--- src/rtl/wbps_pkg.sv ---
// Shared types and constants of the wildcard byte pattern scanner.
package wbps_pkg;

  localparam int unsigned BYTE_W      = 8;
  localparam int unsigned COUNT_W     = 32;
  localparam int unsigned START_W     = 32;
  localparam int unsigned LEN_W       = 4;
  localparam int unsigned MASK_W      = 8;
  localparam int unsigned PAT_W       = 64;
  localparam int unsigned CFG_DATA_W  = 64;
  localparam int unsigned CFG_ADDR_W  = 5;

  typedef enum logic [1:0] {
    REG_PATTERN_BYTES  = 2'd0,
    REG_WILDCARD_MASK  = 2'd1,
    REG_PATTERN_LENGTH = 2'd2
  } reg_index_t;

endpackage

--- src/rtl/wbps_in_if.sv ---
// Input channel interface carrying one buffer byte per transfer.
interface wbps_in_if;
  logic                           valid;
  logic                           ready;
  logic [wbps_pkg::BYTE_W-1:0]    data_byte;
  logic                           last_byte;

  modport source (output valid, output data_byte, output last_byte, input ready);
  modport sink (input valid, input data_byte, input last_byte, output ready);
endinterface

--- src/rtl/wbps_out_if.sv ---
// Result channel interface carrying one scan result per transfer.
interface wbps_out_if;
  logic                           valid;
  logic                           ready;
  logic                           hit;
  logic [wbps_pkg::START_W-1:0]   match_start;
  logic [wbps_pkg::COUNT_W-1:0]   match_total;
  logic                           buffer_end;

  modport source (output valid, output hit, output match_start, output match_total,
                  output buffer_end, input ready);
  modport sink (input valid, input hit, input match_start, input match_total,
                input buffer_end, output ready);
endinterface

--- src/rtl/wildcard_byte_pattern_scan_core.sv ---
// Top level of the wildcard byte pattern scanner with its configuration registers.
// A transferred byte passes through the input register and then the result register.
// Throughput: one byte per cycle; the input register and the result register
// advance together whenever the result register is empty or being drained.
// Reset (rst_n low, synchronous) clears the configuration registers, the window
// fill, the position and match counters and both valid flags.
module wildcard_byte_pattern_scan_core #(
  parameter int unsigned PATTERN_MAX   = 8,
  parameter int unsigned POSITION_BITS = 32
) (
  input  logic                                clk,
  input  logic                                rst_n,
  wbps_in_if.sink                             in_ch,
  wbps_out_if.source                          out_ch,
  input  logic                                psel,
  input  logic                                penable,
  input  logic                                pwrite,
  input  logic [wbps_pkg::CFG_ADDR_W-1:0]     paddr,
  input  logic [wbps_pkg::CFG_DATA_W-1:0]     pwdata,
  output logic [wbps_pkg::CFG_DATA_W-1:0]     prdata,
  output logic                                pready
);

  localparam int unsigned FILL_W = $clog2(PATTERN_MAX + 1);
  localparam int unsigned DIFF_W = (POSITION_BITS > wbps_pkg::START_W) ?
                                   POSITION_BITS : wbps_pkg::START_W;

  logic [wbps_pkg::PAT_W-1:0]   pattern_r;
  logic [wbps_pkg::MASK_W-1:0]  wild_r;
  logic [wbps_pkg::LEN_W-1:0]   len_r;
  wbps_pkg::reg_index_t         reg_idx;
  logic                         cfg_wr;

  logic                         s1_valid_r;
  logic [wbps_pkg::BYTE_W-1:0]  s1_data_r;
  logic                         s1_last_r;

  logic [wbps_pkg::BYTE_W-1:0]  win_r   [PATTERN_MAX];
  logic [wbps_pkg::BYTE_W-1:0]  win_nxt [PATTERN_MAX];
  logic [FILL_W-1:0]            fill_r;
  logic [FILL_W-1:0]            fill_nxt;
  logic [POSITION_BITS-1:0]     pos_r;
  logic [POSITION_BITS-1:0]     pos_nxt;
  logic [wbps_pkg::COUNT_W-1:0] count_r;
  logic [wbps_pkg::COUNT_W-1:0] count_nxt;

  logic                         out_valid_r;
  logic                         out_hit_r;
  logic [wbps_pkg::START_W-1:0] out_start_r;
  logic [wbps_pkg::COUNT_W-1:0] out_total_r;
  logic                         out_end_r;

  logic                         advance;
  logic                         step;
  logic [PATTERN_MAX-1:0]       len_match;
  logic [PATTERN_MAX-1:0]       len_sel;
  logic                         hit;
  logic [DIFF_W-1:0]            start_diff;
  logic [wbps_pkg::START_W-1:0] start_nxt;

  // Configuration port.
  assign pready  = 1'b1;
  assign reg_idx = wbps_pkg::reg_index_t'(paddr[wbps_pkg::CFG_ADDR_W-1:3]);
  assign cfg_wr  = psel & penable & pwrite;

  always_comb begin
    case (reg_idx)
      wbps_pkg::REG_PATTERN_BYTES:  prdata = pattern_r;
      wbps_pkg::REG_WILDCARD_MASK:  prdata = wbps_pkg::CFG_DATA_W'(wild_r);
      wbps_pkg::REG_PATTERN_LENGTH: prdata = wbps_pkg::CFG_DATA_W'(len_r);
      default:                      prdata = '0;
    endcase
  end

  // Pipeline control.
  assign advance      = ~out_valid_r | out_ch.ready;
  assign in_ch.ready  = advance | ~s1_valid_r;
  assign step         = s1_valid_r & advance;

  // Window after shifting in the current byte, newest first.
  assign win_nxt[0] = s1_data_r;
  for (genvar k = 1; k < PATTERN_MAX; k++) begin : g_shift
    assign win_nxt[k] = win_r[k-1];
  end

  assign fill_nxt = (fill_r == FILL_W'(PATTERN_MAX)) ? fill_r : fill_r + 1'b1;

  // One comparator row per possible pattern length.
  for (genvar gl = 1; gl <= PATTERN_MAX; gl++) begin : g_len
    logic [PATTERN_MAX-1:0] byte_ok;
    for (genvar gi = 0; gi < PATTERN_MAX; gi++) begin : g_byte
      if (gi < gl) begin : g_used
        assign byte_ok[gi] = wild_r[gi] |
                             (pattern_r[wbps_pkg::BYTE_W*gi +: wbps_pkg::BYTE_W] ==
                              win_nxt[gl-1-gi]);
      end else begin : g_unused
        assign byte_ok[gi] = 1'b1;
      end
    end
    assign len_match[gl-1] = &byte_ok;
    assign len_sel[gl-1]   = (len_r == wbps_pkg::LEN_W'(gl));
  end

  assign hit = (|(len_match & len_sel)) &
               (wbps_pkg::LEN_W'(fill_nxt) >= len_r);

  assign start_diff = DIFF_W'(pos_r) - DIFF_W'(len_r - 1'b1);
  assign start_nxt  = hit ? start_diff[wbps_pkg::START_W-1:0] : '0;
  assign pos_nxt    = (pos_r == '1) ? pos_r : pos_r + 1'b1;
  assign count_nxt  = (hit && (count_r != '1)) ? count_r + 1'b1 : count_r;

  always_ff @(posedge clk) begin
    if (!rst_n) begin
      pattern_r   <= '0;
      wild_r      <= '0;
      len_r       <= '0;
      s1_valid_r  <= 1'b0;
      out_valid_r <= 1'b0;
      fill_r      <= '0;
      pos_r       <= '0;
      count_r     <= '0;
    end else begin
      if (cfg_wr) begin
        case (reg_idx)
          wbps_pkg::REG_PATTERN_BYTES:  pattern_r <= pwdata;
          wbps_pkg::REG_WILDCARD_MASK:  wild_r    <= pwdata[wbps_pkg::MASK_W-1:0];
          wbps_pkg::REG_PATTERN_LENGTH: len_r     <= pwdata[wbps_pkg::LEN_W-1:0];
          default: ;
        endcase
      end
      if (in_ch.ready) begin
        s1_valid_r <= in_ch.valid;
      end
      if (advance) begin
        out_valid_r <= s1_valid_r;
      end
      if (step) begin
        if (s1_last_r) begin
          fill_r  <= '0;
          pos_r   <= '0;
          count_r <= '0;
        end else begin
          fill_r  <= fill_nxt;
          pos_r   <= pos_nxt;
          count_r <= count_nxt;
        end
      end
    end
  end

  // Payload registers.
  always_ff @(posedge clk) begin
    if (in_ch.ready) begin
      s1_data_r <= in_ch.data_byte;
      s1_last_r <= in_ch.last_byte;
    end
    if (step) begin
      win_r       <= win_nxt;
      out_hit_r   <= hit;
      out_start_r <= start_nxt;
      out_total_r <= count_nxt;
      out_end_r   <= s1_last_r;
    end
  end

  assign out_ch.valid       = out_valid_r;
  assign out_ch.hit         = out_hit_r;
  assign out_ch.match_start = out_start_r;
  assign out_ch.match_total = out_total_r;
  assign out_ch.buffer_end  = out_end_r;

endmodule

--- src/flat_wrapper.sv ---
// flat-port wrapper written by rule: the top's interface ports become plain ports
module wildcard_byte_pattern_scan_core_flat 
#(
  parameter int unsigned PATTERN_MAX   = 8,
  parameter int unsigned POSITION_BITS = 32
)
  (clk, rst_n, psel, penable, pwrite, paddr, pwdata, prdata, pready, in_ch_valid, in_ch_data_byte, in_ch_last_byte, in_ch_ready, out_ch_valid, out_ch_hit, out_ch_match_start, out_ch_match_total, out_ch_buffer_end, out_ch_ready);
  wbps_in_if in_ch_i ();
  wbps_out_if out_ch_i ();
  input  logic clk;
  input  logic rst_n;
  input  logic psel;
  input  logic penable;
  input  logic pwrite;
  input  logic [wbps_pkg::CFG_ADDR_W-1:0] paddr;
  input  logic [wbps_pkg::CFG_DATA_W-1:0] pwdata;
  output logic [wbps_pkg::CFG_DATA_W-1:0] prdata;
  output logic pready;
  input wire logic [$bits(in_ch_i.valid)-1:0] in_ch_valid;
  input wire logic [$bits(in_ch_i.data_byte)-1:0] in_ch_data_byte;
  input wire logic [$bits(in_ch_i.last_byte)-1:0] in_ch_last_byte;
  output wire logic [$bits(in_ch_i.ready)-1:0] in_ch_ready;
  output wire logic [$bits(out_ch_i.valid)-1:0] out_ch_valid;
  output wire logic [$bits(out_ch_i.hit)-1:0] out_ch_hit;
  output wire logic [$bits(out_ch_i.match_start)-1:0] out_ch_match_start;
  output wire logic [$bits(out_ch_i.match_total)-1:0] out_ch_match_total;
  output wire logic [$bits(out_ch_i.buffer_end)-1:0] out_ch_buffer_end;
  input wire logic [$bits(out_ch_i.ready)-1:0] out_ch_ready;
  assign in_ch_i.valid = in_ch_valid;
  assign in_ch_i.data_byte = in_ch_data_byte;
  assign in_ch_i.last_byte = in_ch_last_byte;
  assign in_ch_ready = in_ch_i.ready;
  assign out_ch_valid = out_ch_i.valid;
  assign out_ch_hit = out_ch_i.hit;
  assign out_ch_match_start = out_ch_i.match_start;
  assign out_ch_match_total = out_ch_i.match_total;
  assign out_ch_buffer_end = out_ch_i.buffer_end;
  assign out_ch_i.ready = out_ch_ready;
  wildcard_byte_pattern_scan_core #(.PATTERN_MAX(PATTERN_MAX), .POSITION_BITS(POSITION_BITS)) u_core (.clk(clk), .rst_n(rst_n), .in_ch(in_ch_i), .out_ch(out_ch_i), .psel(psel), .penable(penable), .pwrite(pwrite), .paddr(paddr), .pwdata(pwdata), .prdata(prdata), .pready(pready));
endmodule
--- config.mk ---
export PLATFORM = sky130hd
export DESIGN_NAME = wildcard_byte_pattern_scan_core_flat
export DESIGN_NICKNAME = d
export VERILOG_FILES = /design/src/rtl/wbps_pkg.sv /design/src/rtl/wbps_in_if.sv /design/src/rtl/wbps_out_if.sv /design/src/rtl/wildcard_byte_pattern_scan_core.sv /design/src/flat_wrapper.sv
export SDC_FILE = /design/constraint.sdc
export NUM_CORES = 1
export LEC_CHECK = 0
export ABC_AREA = 1
export ABC_CLOCK_PERIOD_IN_PS = 4500
export BUFFER_PORTS_ARGS = -buffer_cell sky130_fd_sc_hd__buf_2
export CAP_MARGIN = 20
export CORE_MARGIN = 1
export CORE_UTILIZATION = 40
export CTS_BUF_LIST = sky130_fd_sc_hd__clkbuf_4
export CTS_CLUSTER_SIZE = 20
export DETAILED_ROUTE_END_ITERATION = 8
export PLACE_DENSITY = 0.68
export SETUP_SLACK_MARGIN = 0.05
export SYNTH_ARGS = -nofsm -noshare
export SYNTH_HDL_FRONTEND = slang
export SYNTH_SLANG_ARGS = --single-unit
--- constraint.sdc ---
create_clock -name clk -period 4.5 [get_ports clk]
set_input_delay 0 -clock clk [delete_from_list [all_inputs] [get_ports clk]]
set_output_delay 0 -clock clk [all_outputs]
set_load 0.005 [all_outputs]
# Word-level counts from Yosys, hierarchy flattened
# Index checks and enable logic that the tools add are counted.
[word_totals]
reg_bits = 277
in_bits = 85
word_cells = 143
[classes]
addsub = 5
n_lt_le_gt_ge = 1
eq_ne = 50
muxes = 7
bitwise = 45
n_reduce_logical = 14
[op_table]
columns = ["cell", "count"]
rows = [
  ["$eq 8x8->1", 36],
  ["$pmux 64 s3", 1],
  ["$mux 32", 4],
  ["$add 32x1->32 const B", 2],
  ["$or 1x1->1", 38],
  ["$eq 32x32->1 const B", 1],
  ["$ne 32x32->1 const B", 1],
  ["$sub 32x32->32", 1],
  ["$eq 4x3->1 const B", 4],
  ["$reduce_and 2->1", 5],
  ["$and 8x8->8", 1],
  ["$eq 4x2->1 const B", 2],
  ["$eq 4x4->1 const B", 2],
  ["$mux 4", 2],
  ["$reduce_and 8->1", 1],
  ["$reduce_or 8->1", 1],
  ["$reduce_and 7->1", 1],
  ["$reduce_and 6->1", 1],
  ["$reduce_and 5->1", 1],
  ["$sub 4x1->5 const B", 1],
  ["$add 4x1->4 const B", 1],
  ["$and 1x1->1", 4],
  ["$eq 4x1->1 const B", 1],
  ["$ge 4x4->1", 1],
  ["other kinds (8)", 9],
]

# Longest topological paths before layout
# Gate-level depths: netlist (run 1).
[depth]
word_depth = 9
depth_mapped = 21
ltp_nobuf = 18

# Worst setup path after synthesis (run 1)
# Ideal clock, no wire load.
[synth_path]
kind = "register to register"
startpoint = "register u_core.out_valid_r, in the netlist u_core.out_ch.valid"
endpoint = "register u_core.pos_r[22]"
setup_time_ns = 0.126
arrival_ns = 4.292
t_required_ns = 4.374
setup_slack_ns = 0.082
stages_incl_launch_ff = 10
path_buffers = 1
path_cell_list = "dfxtp_1 nand2_1 nand2_1 inv_1 nand2_1 o21ai_2 inv_1 buf_2 o21ai_0 a21oi_1"
[synth_via]
elab_chain_cells = 4
[synth_lines]
columns = ["element", "line_no", "text"]
rows = [
  ["from (decl)", "wildcard_byte_pattern_scan_core.sv:47", "logic out_valid_r;"],
  ["from (signal assigned)", "wildcard_byte_pattern_scan_core.sv:135", "out_valid_r <= s1_valid_r;"],
  ["$not 1->1", "wildcard_byte_pattern_scan_core.sv:76", "assign advance = ~out_valid_r | out_ch.ready;"],
  ["$or 1x1->1", "wildcard_byte_pattern_scan_core.sv:76", ""],
  ["$and 1x1->1", "wildcard_byte_pattern_scan_core.sv:78", "assign step = s1_valid_r & advance;"],
  ["named net u_core.step", "wildcard_byte_pattern_scan_core.sv:54", "logic step;"],
  ["$reduce_and 2->1 (no line)", "-", ""],
  ["to (signal assigned)", "wildcard_byte_pattern_scan_core.sv:144", "pos_r <= pos_nxt;"],
  ["to (decl)", "wildcard_byte_pattern_scan_core.sv:42", "logic [POSITION_BITS-1:0] pos_r;"],
]
# The timed path passes the listed nets, and every way through them passes these cells.
# A chain may end at the register's enable or synchronous reset.

# Worst setup path in the final report (run 1)
[layout_path]
startpoint = "register u_core.len_r[0] (netlist bit)"
endpoint = "register u_core.out_start_r, in the netlist u_core.out_ch.match_start[19] (data pin)"
[layout_via]
elab_chain_cells = 4
word_cells_on_any_way = 14
classes_between = "2 x add/sub; 1 x order compare; 8 x eq/ne; 2 x bitwise; 1 x reduce/logical"
[layout_lines]
columns = ["element", "line_no", "text"]
rows = [
  ["from (decl)", "wildcard_byte_pattern_scan_core.sv:30", "logic [wbps_pkg::LEN_W-1:0] len_r;"],
  ["from (signal assigned)", "wildcard_byte_pattern_scan_core.sv:127", "wbps_pkg::REG_PATTERN_LENGTH: len_r <= pwdata[wbps_pkg::LEN_W-1:0];"],
  ["branches (longest 4 deep; another with $sub 32x32->32)", "-", ""],
  ["to (signal assigned)", "wildcard_byte_pattern_scan_core.sv:160", "out_start_r <= start_nxt;"],
  ["to (decl)", "wildcard_byte_pattern_scan_core.sv:49", "logic [wbps_pkg::START_W-1:0] out_start_r;"],
]
# Parallel ways; which one is timed is not known.

==> metrics, run 1 <==
complex-gate fraction of the synthesized area=a little over a tenth; FF+latch count, synth=about 280; Worst Hold Class=in2reg; post-synthesis adder-cell area fraction=3.19%; Final Hold Vio Count=0; Max Slew Vio Count=0; clock tree sinks=between 200 and 300; Critical Path AT=approximately 4.0 ns; WL/cell=17.0 um; die area=~45000 um^2; Mean Syn Cell Area=7.41 um^2; CP max FO=28; critical path class=reg2reg; Syn. warnings=0; CTS Buf Count=78; CP Capture Type=flop; Syn Nets=2541; Post-synth ARST share=0%; DRT iter0 DRCs=about 1100; register area share after synthesis=38.4%; initial antenna violation count=7; clk slew on worst S/H paths=about 0.070 ns; Clk Tree Root Cell=clkbuf_4; worst skew pair latency=0.79 ns; multiplexer share of the synthesized area=0%; Fillers=4338; first-pass GRT wire length=87.9 mm; vias in the first global route=~17000; Worst Slack Setup Final=slightly below 1 ns; Longest Clk Path Bufs=3; RSZ-0062 raised after global routing=false; Die Height=between 200 and 250 um; Setup TNS Final=0 ns; main combinational cell family by area after synthesis=simple AND/OR/NAND/NOR gates; minimum clock period=3.51 ns; CTS H-tree depth=3; ANT nets after route=0; worst-margin pin slew=around 1 ns; fraction of layout cells with a size suffix above 1=~15%; row cnt=77; post-DR vias/cell=5.09; Final setup viols=0; final wirelength=57.5 mm; synthesized area=17900 um^2; largest net degree at the start of global routing=79; worst slack, placed=1.01 ns; simple logic cell fraction of the synthesized area=26.1%; Remaining Overflow, GRT=0; CP required=5.02 ns; prevailing post-synth register cell=dfxtp_1; PortBufs=213; CTS tree=built; die width=213 um; Slew HR=31.2%; xor/xnor cell area share of the yosys netlist=about an eighth; Synth cell types=57; multi-input logic area=9370 um^2; detailed-route via count=17200; Mapped Cells=2411; status=completed; Remaining DRCs=0; Post-CTS Setup Bufs=0; TritonRoute pass-1 iters=5; core area=~44000 um^2; Starting Density=40.5%; nets=2846; FMAX=285 MHz; Total GRT Usage=25.1%; gpl congestion=0.964; final period utilization=78.0%; Sequential Area=6860 um^2; Post-synth EDFFs=131; number of max-cap violations=0; startpoint types=flop; area delta synth->final=19.5%; HPWL after detailed placement=40.5 mm; Cell Pwr Density=275 nW/um^2; Leak=8.74 nW; Max Clock Skew=0.0699 ns; maximum VDD drop=between 0.2 and 0.25 mV; IO Pins=218
==> worst paths after layout <==
path,slack (ns),start,end,cells past startpoint
setup / recovery,0.99,u_core.len_r[0]$_SDFFE_PN0P_,u_core.out_ch.match_start[19]$_SDFFCE_PN0P_,14
setup reg to reg,0.99,u_core.len_r[0]$_SDFFE_PN0P_,u_core.out_ch.match_start[19]$_SDFFCE_PN0P_,14
hold reg to reg,0.50,u_core.wild_r[7]$_SDFFE_PN0P_,u_core.wild_r[7]$_SDFFE_PN0P_,2
hold / removal,0.02,paddr[3],u_core.pattern_r[3]$_SDFFE_PN0P_,6
==> area by class of cell <==
| cell class | count | area share [%] |
|---|---|---|
| multi-input combinational | 1776 | 43.9 |
| sequential | 277 | 32.1 |
| timing repair buffer | 354 | 11.5 |
| clock buffer | 117 | 4.11 |
| inverter | 229 | 4.09 |
| tap | 592 | 3.47 |
| clock inverter | 26 | 0.715 |
| antenna | 7 | 0.0821 |
==> power by group <==
part | leakage [nW] | switching [mW] | internal, mW
logic | 5.71 | 0.334 | 0.280
clock network | 0.612 | 1.11 | 1.30
registers | 2.42 | 0.122 | 2.71
==> worst max-delay path, cell delays in order, from the launching register on <==
cell and delay (ns):
dfxtp_1 0.39, inv_1 0.18, ha_1 0.27, nand2_1 0.08, buf_4 0.30, ha_1 0.34
a21oi_1 0.15, a21boi_0 0.42, o21ai_0 0.28, a21oi_1 0.26, o21ai_0 0.20, nand2_1 0.11
nand2_1 0.06, o21ai_0 0.14, a21oi_1 0.07
==> synthesized netlist by cell type (4+ instances only) <==
master / number / area, um^2
inv_2: 26 / 97.6
dfxtp_1: 146 / 2920
buf_4: 35 / 263
o21a_1: 7 / 52.6
xor2_1: 57 / 499
o21ai_0: 118 / 591
clkbuf_1: 43 / 161
nand2_2: 17 / 106
or2_2: 7 / 43.8
nand2_1: 662 / 2480
inv_1: 195 / 732
nor3_1: 28 / 140
xnor2_1: 200 / 1750
inv_4: 4 / 25.0
ha_1: 44 / 551
buf_6: 10 / 113
nand3_1: 43 / 215
edfxtp_1: 131 / 3930
buf_2: 39 / 195
and2_1: 6 / 37.5
clkinv_1: 4 / 15.0
or2_0: 4 / 25.0
a21oi_1: 184 / 921
nor2_1: 268 / 1010
nand4_1: 60 / 375
nor4_1: 15 / 93.8
o221ai_1: 4 / 35.0
a21oi_2: 7 / 61.3
==> flip-flops by register name (all words and copies together) (netlist names) <==
signal and cells:
u_core.win_nxt 56, u_core.fill_r 4, u_core.out_ch.match_total 32, u_core.out_ch.match_start 32, u_core.out_ch.hit 1, u_core.len_r 4
u_core.wild_r 8, u_core.count_r 32, u_core.out_ch.valid 1, u_core.s1_data_r 8, u_core.out_ch.buffer_end 1, u_core.s1_valid_r 1
u_core.pos_r 32, u_core.s1_last_r 1, u_core.pattern_r 64
==> routing by layer <==
metal | routed length [um] | vias to the layer above | global-route usage (%)
li1 | - | 8414 | -
met1 | 23700 | 7997 | 30.2
met2 | 27500 | 627 | 42.5
met3 | 4070 | 161 | 5.66
met4 | 2240 | 4 | 11.2
met5 | 23 | - | 0
==> what timing repair did <==
item                      CTS  global route
hold buffers              129             0
hold endpoints to repair  127             0
gates resized for setup     0             0
==> through the flow <==
step	hold WS (ns)	util, %	total power, mW	cells	cell area (um^2)
detailed placement	0.180	43.0	3.40	3098	19000
global placement	0.179	43.0	3.39	3098	19000
CTS	0.000304	48.3	5.92	3370	21300
global route	0.0197	48.4	6.14	3375	21300
floorplan	0.0989	-	3.22	2411	17900
finish	0.0179	48.4	5.86	3378	21300
==> layout by cell type (no fill, tap or decap), types with 3 or more instances in the layout <==
| cell | synthesis | routed |
|---|---|---|
| nor4_1 | 15 | 15 |
| a22oi_1 | 3 | 3 |
| xor2_1 | 57 | 57 |
| nor2_2 | 3 | 4 |
| and2_1 | 6 | 6 |
| or2_2 | 7 | 7 |
| nor2_1 | 268 | 267 |
| a2bb2oi_1 | 3 | 3 |
| o21ai_0 | 118 | 118 |
| or2_0 | 4 | 4 |
| buf_4 | 35 | 11 |
| o21a_1 | 7 | 7 |
| o22ai_1 | 3 | 3 |
| nand2_2 | 17 | 17 |
| clkinv_1 | 4 | 24 |
| o21bai_1 | 3 | 3 |
| nand3_1 | 43 | 43 |
| a21oi_1 | 184 | 184 |
| o221ai_1 | 4 | 4 |
| inv_1 | 195 | 194 |
| nand2_1 | 662 | 662 |
| a21oi_2 | 7 | 7 |
| edfxtp_1 | 131 | 131 |
| buf_2 | 39 | 213 |
| dlygate4sd3_1 | 0 | 129 |
| clkbuf_4 | 0 | 117 |
| diode_2 | 0 | 7 |
| inv_2 | 26 | 27 |
| clkinv_2 | 0 | 3 |
| nor3_1 | 28 | 28 |
| dfxtp_1 | 146 | 146 |
| o211ai_1 | 3 | 3 |
| inv_4 | 4 | 5 |
| nand4_1 | 60 | 60 |
| xnor2_1 | 200 | 200 |
| ha_1 | 44 | 44 |
==> kinds of logic (layout without fill, tap and decap cells) <==
family	after synthesis	after routing
fa+ha+maj	45	45
other cells	1	8
flops	277	277
simple gates	1125	1125
xor+xnor	257	257
compound gates	348	348
buf+inv	358	726
No activity file was read; power rests on OpenSTA's default activity.
==> run 2: changes to the inputs <==
--- a/config.mk
+++ b/config.mk
@@ -5,8 +5,8 @@
 export SDC_FILE = /design/constraint.sdc
 export NUM_CORES = 1
 export LEC_CHECK = 0
-export ABC_AREA = 1
-export ABC_CLOCK_PERIOD_IN_PS = 4500
+export ABC_AREA = 0
+export ABC_CLOCK_PERIOD_IN_PS = 3610
 export BUFFER_PORTS_ARGS = -buffer_cell sky130_fd_sc_hd__buf_2
 export CAP_MARGIN = 20
 export CORE_MARGIN = 1
@@ -14,7 +14,7 @@
 export CTS_BUF_LIST = sky130_fd_sc_hd__clkbuf_4
 export CTS_CLUSTER_SIZE = 20
 export DETAILED_ROUTE_END_ITERATION = 8
-export PLACE_DENSITY = 0.68
+export PLACE_DENSITY = 0.66
 export SETUP_SLACK_MARGIN = 0.05
 export SYNTH_ARGS = -nofsm -noshare
 export SYNTH_HDL_FRONTEND = slang
==> constraint.sdc (replaced) <==
create_clock -name clk -period 3.61 [get_ports clk]
set_input_delay 0 -clock clk [delete_from_list [all_inputs] [get_ports clk]]
set_output_delay 0 -clock clk [all_outputs]
set_load 0.005 [all_outputs]
==> run 2 against run 1 <==
Design area is 0.71% lower. Register-to-register slack worse by 0.73 ns. Combinational power is 3% higher. First-iteration DRC count increased by 7.6%. Critical path type unchanged.
==> metrics, run 2 <==
worst-margin pin slew=0.968 ns (-0.0604 ns); critical path class=reg2reg; Post-Layout Cell Count=2832 (-16%); Sequential Area=6860 um^2 (about the same); largest area contributor in the netlist=edfxtp_1; Final Hold Vio Count=0 (unchanged); PortBufs=213 (unchanged); Syn Nets=2006 (-21%); IO Pins=218 (unchanged); die area=43400 um^2 (-4.7%); multi-input logic area=9470 um^2 (+1.1%); worst slack, placed=0.0595 ns (-0.948 ns); post-DR vias/cell=5.46 (+7.2%); initial antenna violation count=2 (-5); maximum VDD drop=0.197 mV (-15%); Max Clock Skew=0.0633 ns (-0.00659 ns); worst skew pair latency=0.80 ns (about the same); Cell Pwr Density=334 nW/um^2 (+22%); Worst Slack Setup Final=0.259 ns (-0.732 ns); worst path buffer plus inverter count=1 (-1); FMAX=298 MHz (+4.7%); core area=41900 um^2 (-4.9%); WL/cell=19.1 um (+12%); startpoint types=flop; CTS Buf Count=78 (unchanged); RSZ-0062 raised after global routing=false; clock tree sinks=277 (unchanged); commonest non-fill, non-tap cell in the layout=xor2_1; Post-synth EDFFs=131 (unchanged); critical path cell sequence=inv_2 > ha_1 > fa_2 > a211oi_2 > o21bai_1 > a21o_1 > a221o_1 > a211oi_4 > o31ai_1 > a21oi_1 > xnor2_1 > nor2_1; clk slew on worst S/H paths=0.07 ns (about the same); top cells by count, synth=320 x xor2_1, 200 x nand2_1, 146 x dfxtp_1; most common cell in the netlist=xor2_1; die width=208 um (-2.4%); Syn. warnings=0 (unchanged); Max Slew Vio Count=0 (unchanged); CP required=4.11 ns (-0.91 ns); final wirelength=54.2 mm (-5.8%); area delta synth->final=24.6%; first-pass GRT wire length=84.5 mm (-3.9%); Synth area leaders=edfxtp_1 23%, dfxtp_1 17%, xor2_1 16%; Die Height=208 um (-2.4%); share of the synthesized area in the top cell type=23.1% (+1.1 points); Synth cell types=71 (+25%); CP max FO=4 (-86%); status=completed; Worst Hold Class=in2reg; detailed-route via count=15500 (-10%); Remaining DRCs=0 (unchanged); CTS H-tree depth=3 (unchanged); Critical Path AT=3.85 ns (-0.18 ns); Leak=9.05 nW (+3.6%); most frequent cells in the layout=320 x xor2_1, 213 x buf_2, 199 x nand2_1; vias in the first global route=15400 (-6.9%); register area share after synthesis=40.3% (+1.9 points); flip-flop count of the largest register after layout=64 (unchanged); CP Capture Type=flop; Remaining Overflow, GRT=0 (unchanged); Starting Density=40.5% (+0.074 points); post-route cell area=21200 um^2 (-0.71%); post-place instance area=18600 um^2 (-1.9%); Longest Clk Path Bufs=3 (unchanged); slowest CP cell=a221o_1; Total GRT Usage=24.7% (-0.34 points); Slew HR=35.5% (+4.2 points); ANT nets after route=0 (unchanged); gpl congestion=0.951 (-1.3%); delay of the slowest critical-path stage=0.42 ns (about the same); Largest Register=u_core.pattern_r; fraction of layout cells with a size suffix above 1=20.4% (+5.1 points); CP top delay family=compound AO/OA/AOI/OAI gates; final period utilization=92.8% (+15 points); Setup TNS Final=0 ns (unchanged); minimum clock period=3.35 ns (-0.158 ns); Mapped Cells=1876 (-22%); Fillers=3836 (-12%); number of max-cap violations=0 (unchanged); DRT iter0 DRCs=1186 (+7.6%); Mean Syn Cell Area=9.07 um^2 (+22%); HPWL after detailed placement=37.1 mm (-8.5%); FF+latch count, synth=277 (unchanged); largest net degree at the start of global routing=83 (+5.1%); prevailing post-synth register cell=dfxtp_1; row cnt=75 (-2.6%); dpl cells=2540 (-18%); Clk Tree Root Cell=clkbuf_4; synthesized area=17000 um^2 (-4.8%); nets=2357 (-17%); CTS tree=built; Final setup viols=0 (unchanged); TritonRoute pass-1 iters=5 (unchanged); Post-synth ARST share=0% (unchanged)
-- run 2: final timing paths --
path	cells after the start	to	slack (ns)	from
max	12	u_core.out_ch.match_start[24]$_SDFFCE_PN0P_	0.26	u_core.len_r[0]$_SDFFE_PN0P_
min reg2reg	1	u_core.count_r[11]$_SDFFE_PN0P_	0.49	u_core.count_r[11]$_SDFFE_PN0P_
max reg2reg	12	u_core.out_ch.match_start[24]$_SDFFCE_PN0P_	0.26	u_core.len_r[0]$_SDFFE_PN0P_
min	4	u_core.pattern_r[48]$_SDFFE_PN0P_	0.05	pwdata[48]
-- run 2: kinds of logic after synthesis --
logic type,after synthesis,synth area share (%)
mux,23,1.38
fa+ha+maj,45,3.35
simple gates,706,21.4
compound gates,264,9.59
other cells,1,0.0220
buf+inv,185,4.68
flops,277,40.3
xor+xnor,375,19.3
-- run 2: layout make-up --
cell class	count	area share (%)
Multi-Input combinational cell	1414	44.7
Sequential cell	277	32.4
Timing Repair Buffer	426	14.4
Clock buffer	122	4.32
Tap cell	539	3.18
Inverter	30	0.549
Clock inverter	23	0.484
Antenna cell	1	0.0118
-- run 2: through the flow --
stage / hold WS, ns / utilization [%] / total power [mW]
detailed placement: 0.179 / 44.4 / 4.06
CTS: 0.000533 / 50.2 / 7.16
global route: 0.0419 / 50.5 / 7.40
finish: 0.0502 / 50.5 / 7.09
floorplan: 0.0989 / - / 3.84
global placement: 0.179 / 44.4 / 4.04
-- run 2: worst register-to-register path: stages (launching register included) --
cell      delay [ns]
dfxtp_1         0.34
inv_2           0.08
ha_1            0.35
fa_2            0.41
a211oi_2        0.27
o21bai_1        0.09
a21o_1          0.24
a221o_1         0.42
a211oi_4        0.33
o31ai_1         0.13
a21oi_1         0.21
xnor2_1         0.15
nor2_1          0.05
-- run 2: power breakdown --
part	switching, mW	internal, mW	total, mW
Combinational	0.328	0.305	0.633
Sequential	0.125	3.37	3.49
Clock	1.42	1.54	2.96
Total	1.87	5.21	7.09
-- run 2: timing repair --
item                                   4_1_cts  5_1_grt
setup endpoints to repair                    4       10
cloned                                       0        0
hold buffers                               140        0
buffers inserted                             0        5
gates resized for setup                      1       21
pin swaps                                    1        5
endpoints found under the hold margin      119        0
-- run 2: per-layer routing --
metal | vias to the layer above | part of all wire (%) | GRT usage (%)
met2 | 618 | 45 | 39.0
met3 | 114 | 7.4 | 5.40
met4 | 2 | 2.9 | 10.6
li1 | 7280 | - | -
met1 | 7452 | 44 | 32.6
met5 | - | 0.024 | 0
